## src/lrukv_pkg.sv

```systemverilog
// Package: shared constants, codes and lane command type for the LRU key/data store.
package lrukv_pkg;

  // Capacity register
  localparam int unsigned CAP_W = 4;
  localparam logic [CAP_W-1:0] CAP_RESET = 4'd8;

  // Request mode codes
  localparam logic MODE_LOOKUP = 1'b0;
  localparam logic MODE_WRITE  = 1'b1;

  // Per-lane update command, broadcast from the control pass to each entry
  typedef struct packed {
    logic promote;  // a hit happens somewhere: age entries more recent than it
    logic age;      // an insert happens: age every valid entry
    logic sel;      // this lane holds the hit key
    logic wr;       // the request is a write
    logic drop;     // this lane is evicted
    logic fill;     // this lane takes the new key
  } lane_cmd_t;

endpackage

```

## src/lrukv_lane.sv

```systemverilog
// One entry of the store: key, data, recency rank and valid bit with its update logic.
module lrukv_lane
  import lrukv_pkg::*;
#(
  parameter int unsigned DEPTH     = 8,
  parameter int unsigned KEY_BITS  = 32,
  parameter int unsigned DATA_BITS = 32
) (
  input  logic                       clk,
  input  logic                       rst_n,
  input  lane_cmd_t                  cmd,
  input  logic [KEY_BITS-1:0]        req_key,
  input  logic [DATA_BITS-1:0]       req_data,
  input  logic [$clog2(DEPTH)-1:0]   hit_rank,
  output logic                       valid,
  output logic                       match,
  output logic [KEY_BITS-1:0]        key,
  output logic [DATA_BITS-1:0]       data,
  output logic [$clog2(DEPTH)-1:0]   rank
);

  localparam int unsigned RK_W = $clog2(DEPTH);
  localparam logic [RK_W-1:0] RK_MAX = RK_W'(DEPTH - 1);

  logic                 valid_r, valid_nxt;
  logic [KEY_BITS-1:0]  key_r, key_nxt;
  logic [DATA_BITS-1:0] data_r, data_nxt;
  logic [RK_W-1:0]      rank_r, rank_nxt;

  // Compare against the request key
  assign match = valid_r && (key_r == req_key);

  // Work out the next entry contents
  always_comb begin
    valid_nxt = valid_r;
    key_nxt   = key_r;
    data_nxt  = data_r;
    rank_nxt  = rank_r;
    if (cmd.age && valid_r && (rank_r != RK_MAX)) begin
      rank_nxt = rank_r + RK_W'(1);
    end
    if (cmd.promote && valid_r && (rank_r < hit_rank)) begin
      rank_nxt = rank_r + RK_W'(1);
    end
    if (cmd.sel) begin
      rank_nxt = '0;
      if (cmd.wr) begin
        data_nxt = req_data;
      end
    end
    if (cmd.drop) begin
      valid_nxt = 1'b0;
    end
    if (cmd.fill) begin
      valid_nxt = 1'b1;
      key_nxt   = req_key;
      data_nxt  = req_data;
      rank_nxt  = '0;
    end
  end

  // Valid bit is control state; payload holds no reset
  always_ff @(posedge clk) begin
    if (!rst_n) begin
      valid_r <= 1'b0;
    end else begin
      valid_r <= valid_nxt;
    end
  end

  always_ff @(posedge clk) begin
    key_r  <= key_nxt;
    data_r <= data_nxt;
    rank_r <= rank_nxt;
  end

  assign valid = valid_r;
  assign key   = key_r;
  assign data  = data_r;
  assign rank  = rank_r;

endmodule

```

## config.mk

```make
export PLATFORM = sky130hd
export DESIGN_NAME = lrukv_lane
export DESIGN_NICKNAME = d
export VERILOG_FILES = /design/src/lrukv_pkg.sv /design/src/lrukv_lane.sv
export SDC_FILE = /design/constraint.sdc
export NUM_CORES = 1
export LEC_CHECK = 0
export BUFFER_PORTS_ARGS = -buffer_cell sky130_fd_sc_hd__buf_2
export CELL_PAD_IN_SITES_DETAIL_PLACEMENT = 2
export CELL_PAD_IN_SITES_GLOBAL_PLACEMENT = 2
export CORE_MARGIN = 2
export CORE_UTILIZATION = 30
export DETAILED_ROUTE_END_ITERATION = 6
export PLACE_DENSITY_LB_ADDON = 0.1
export SYNTH_ARGS = -nofsm -noshare
export SYNTH_HDL_FRONTEND = slang
export SYNTH_SLANG_ARGS = --single-unit
```

## constraint.sdc

```tcl
create_clock -name clk -period 3.9 [get_ports clk]
set_input_delay 0.39 -clock clk [delete_from_list [all_inputs] [get_ports clk]]
set_output_delay 0.39 -clock clk [all_outputs]
set_load 0.1 [all_outputs]
```

Yosys cells after proc, flatten, opt, wreduce, memory -nomap -nowiden
Index checks and enable logic that the tools add are counted.

Logic and storage cells: 26. Input port bits: 75. Output and inout port bits: 69. Bits in registers: 68.

Multiplexer cells: 7. Eq/ne operators: 2. Add/sub/neg operators: 1. Magnitude comparators: 1. Reduce and logical (&&, ||, !) cells: 11.

Operator list (number): $mux W32 (3); $eq A32 B32 Y1 (1); $reduce_bool A2 Y1 (4); $mux W3 (2); $logic_and A1 B1 Y1 (5); $add A3 B1 Y3 const B (1); $lt A3 B3 Y1 (1); $ne A3 B3 Y1 const B (1); $mux W1 (2); $reduce_and A2 Y1 (1); $reduce_or A2 Y1 (1).

Longest topological paths before layout
Depth after elaboration: 4. Gate-level depth with buffers: 7.

Worst setup path before layout
No wires, ideal clock.

Kind: reg2out. Start point: register key_r[2] (netlist: key[2]). End point: output port match. Data arrival time: 3.441 ns. Slack: 0.069 ns. Cell stages (with the launch flop): 6. Path through: edfxtp_1 -> xnor2_1 -> nand4_1 -> nor4_1 -> nand4_1 -> nor4_2.

Longest elaborated chain between the ends: 2.

RTL lines: start, declared (RTL line lrukv_lane.sv:26) `logic [KEY_BITS-1:0] key_r, key_nxt;`; start signal, assigned (RTL line lrukv_lane.sv:72) `key_r <= key_nxt;`; $eq A32 B32 Y1 (RTL line lrukv_lane.sv:31) `assign match = valid_r && (key_r == req_key);`; $logic_and A1 B1 Y1 (RTL line lrukv_lane.sv:31); end, declared (RTL line lrukv_lane.sv:16) `output logic match,`.

Every way passes these cells.

Worst setup path after layout
Start point: register key_r[23] (netlist: key[23]). End point: output port match.

Same word-level chain as after synthesis.

==> implementation parameters <==
Parameter                              Value

Run status
  Status ... finished clean

STA
  Unrepaired setup endpoints after global routing ... no
  Minimum hold slack ... 0.2217 ns
  Pins Over Slew Limit ... 0
  Worst Skew ... 0.0007790 ns
  Worst rel slew slack ... 66.59%
  Final hold violation count ... 0
  Minimum setup slack in the final design ... 1.082 ns
  Period utilization ... 72.27%
  Final setup violation count ... 0
  Total Neg Setup Slack ... 0 ns
  Minimum period implied by the final worst setup slack ... between 2 and 3 ns
  Tightest Pin Transition ... 0.5046 ns
  Fmax ... between 300 and 400 MHz

Placed design
  DP Area ... 3385 sq um
  Pre-CTS WS ... 1.292 ns
  Half-perimeter wire length after placement ... 4961 um
  Number of port buffers ... 143
  GP Congestion ... 0.6927
  DP Cell Count ... 383

Clock network
  Maximum clock path buffer count ... 2
  Clock-pin slew reported for the worst setup and hold paths after clock tree synthesis ... roughly 0.070 ns
  Number of gates given a new drive strength after cts ... 0
  CTS H-tree lvls ... 3
  TritonCTS clock tree ... built
  Post-cts hold buffer count ... 0
  Post-CTS repair timing setup buffer count ... 0
  Number of buffers added by the clock tree synthesis step ... 9
  TritonCTS sink count ... 68
  Later-pin clock latency in the skew report ... roughly 0.33 ns
  Clock tree root driver cell ... sky130_fd_sc_hd__clkbuf_8

Setup path
  Category of the worst setup path capture point ... primary output
  CP arrival ... ~2.4 ns
  Critical path fanouts, max ... 2
  Crit path launch type ... flip-flop
  FF-to-FF setup slack ... 2.34 ns
  Critical path data required time ... 3.51 ns
  Worst reg2reg path startpoint ... rank[1]
  Reg-to-reg endpoint ... rank[2]
  Worst-case reg-to-reg path depth ... 6
  Crit Path Category ... flip-flop to primary output

GRT
  Vias in the first global route ... 1897
  Antenna violations before repair ... 0
  Maximum number of pins on one net before global-route repair ... 33
  All-Layer GR Usage ... 14.35%
  Wire length of the first global-routing pass ... 9542 um
  Overflow after GRT ... 0

Floorplanning
  # rows ... 33
  I/O pin cnt ... 144
  Area of the die ... 9158 sq um
  Std-Cell Core Area ... 8175 sq um
  Starting Density ... 30.85%
  Vert. Die Dim ... 95.70 um
  Die boundary width ... 95.70 um

Detailed routing
  Final routed wirelength across all metal layers ... 6270 um
  Detailed-router iteration count before antenna repair ... 4
  Number of design-rule violations left by the first detailed-router iteration ... 35
  Remaining design rule violation count ... 0
  Routed wire length per instance ... ~16 um
  Residual antenna-violating net count after detailed routing ... 0
  Number of vias after detailed routing ... 1747
  Vias per inst ... 4.389

Layout
  Final Net Count ... 368
  Layout cells sized above 1 ... 55.29%
  Commonest non-fill, non-tap cells in the layout ... 143 x sky130_fd_sc_hd__buf_2, 64 x sky130_fd_sc_hd__edfxtp_1, 29 x sky130_fd_sc_hd__xnor2_1
  Most common cell after layout, fill and taps aside ... sky130_fd_sc_hd__buf_2
  Post-route cell area ... roughly 3600 sq um
  Signed area change from the synthesized netlist to the final layout ... 42.66%
  Ant diodes ... 0
  Final std cells w/o fill ... 398
  Number of inserted filler cells in the final layout ... 856

Synth
  Cell Area, Synth ... 2522 sq um
  Warnings, synthesis ... 0
  Most area-hungry cell type in the Yosys netlist ... sky130_fd_sc_hd__edfxtp_1
  Number of nets produced by synthesis ... approximately 210
  Top area cells in the synthesized netlist ... sky130_fd_sc_hd__edfxtp_1 76%, sky130_fd_sc_hd__xnor2_1 10%, sky130_fd_sc_hd__dfxtp_1 3.2%
  Count of distinct cell types in the synthesized netlist ... 19
  Seq cells post-synth ... 68
  Sequential element share of the synthesized area ... 79.37%
  Syn Inst Count ... around 130
  Synthesized area per cell ... between 15 and 20 sq um
  Fraction of synthesized cell area taken by the top area cell type ... 76.19%

Power
  IR Drop Worst-Case VDD ... 265.1 uV
  Power per standard cell area ... a little under 600 nW/um^2
  Standby leakage power ... 0.001514 uW

Run
  Max-Cap Viols ... 0

Min path
  Startpoint of the most critical hold path ... req_data[10]
  Type of the most critical hold path ... primary input to flip-flop
  Hold path depth ... 1
  Hold endpoint ... data[10]
[through the flow]
stage          power (uW)  util (%)
3_5_place_dp         1533     41.40
6_report             2131     44.02
4_1_cts              2166     44.02
3_3_place_gp         1527     41.40
5_1_grt              2222     44.02
2_1_floorplan        1406         -
[cell type report]
class	instances	area [sq um]	share of cell area, %
inverters	3	11.26	0.3129
clock buffers	9	123.9	3.442
well taps	105	131.4	3.651
multi-input cells	62	509.2	14.15
repair buffers	145	730.7	20.31
clock inverters	6	90.09	2.503
flip-flops and latches	68	2002	55.63
[synthesized netlist by cell type]
| cell type | number |
|---|---|
| sky130_fd_sc_hd__ha_1 | 4 |
| sky130_fd_sc_hd__nand3_1 | 1 |
| sky130_fd_sc_hd__dfxtp_1 | 4 |
| sky130_fd_sc_hd__nand2b_1 | 1 |
| sky130_fd_sc_hd__inv_1 | 3 |
| sky130_fd_sc_hd__xnor2_1 | 29 |
| sky130_fd_sc_hd__nand2_1 | 2 |
| sky130_fd_sc_hd__nor4_1 | 2 |
| sky130_fd_sc_hd__edfxtp_1 | 64 |
| sky130_fd_sc_hd__nand4_1 | 7 |
| sky130_fd_sc_hd__a21o_1 | 1 |
| sky130_fd_sc_hd__o21a_1 | 1 |
| sky130_fd_sc_hd__nor3_1 | 3 |
| sky130_fd_sc_hd__nor2b_1 | 2 |
| sky130_fd_sc_hd__xor2_1 | 4 |
| sky130_fd_sc_hd__a21boi_2 | 1 |
| sky130_fd_sc_hd__nor4_2 | 1 |
| sky130_fd_sc_hd__mux2i_1 | 2 |
| sky130_fd_sc_hd__o2111ai_1 | 1 |
[critical path, stage by stage (launching register included)]
cell	delay, ns
sky130_fd_sc_hd__edfxtp_1	0.41
sky130_fd_sc_hd__xnor2_1	0.21
sky130_fd_sc_hd__nand4_1	0.17
sky130_fd_sc_hd__nor4_1	0.37
sky130_fd_sc_hd__nand4_1	0.19
sky130_fd_sc_hd__nor4_2	0.28
sky130_fd_sc_hd__buf_2	0.46
[state kept, by name (all words and copies together), names as in the netlist]
register and cells:
data 32, key 32, valid 1, rank 3
[worst max path at each step]
stage	cells past startpoint	from	end	slack (ns)
global placement	7	req_key[25]	match	1.34
detailed placement	7	req_key[23]	match	1.29
floorplan	5	key[2]	match	0.07
finish	6	key[23]	match	1.08
global route	6	key[23]	match	0.88
CTS	6	key[23]	match	1.01
[per-layer routing]
layer  vias up  global-route usage, %  share of wire (%)
met3         8                  9.475                 14
met2        93                  22.26                 47
met5         -                      0                  0
li1        810                      -                  -
met1       836                  15.67                 38
met4         0                  5.357                1.3
[cell families after synthesis]
| group | after synthesis | synth area share (%) |
|---|---|---|
| compound gates | 4 | 1.389 |
| xor+xnor | 33 | 11.46 |
| fa+ha+maj | 4 | 1.984 |
| buf+inv | 3 | 0.4464 |
| flops | 68 | 79.37 |
| mux | 2 | 0.7937 |
| simple gates | 19 | 4.563 |
[power breakdown]
part           switching (uW)  internal, uW  total [uW]  leakage (uW)
Clock                     263           357         620      0.000105
Combinational             519          97.6         617      0.000743
Sequential               26.3           868         894      0.000665
Power figures use the tool's default switching activity.
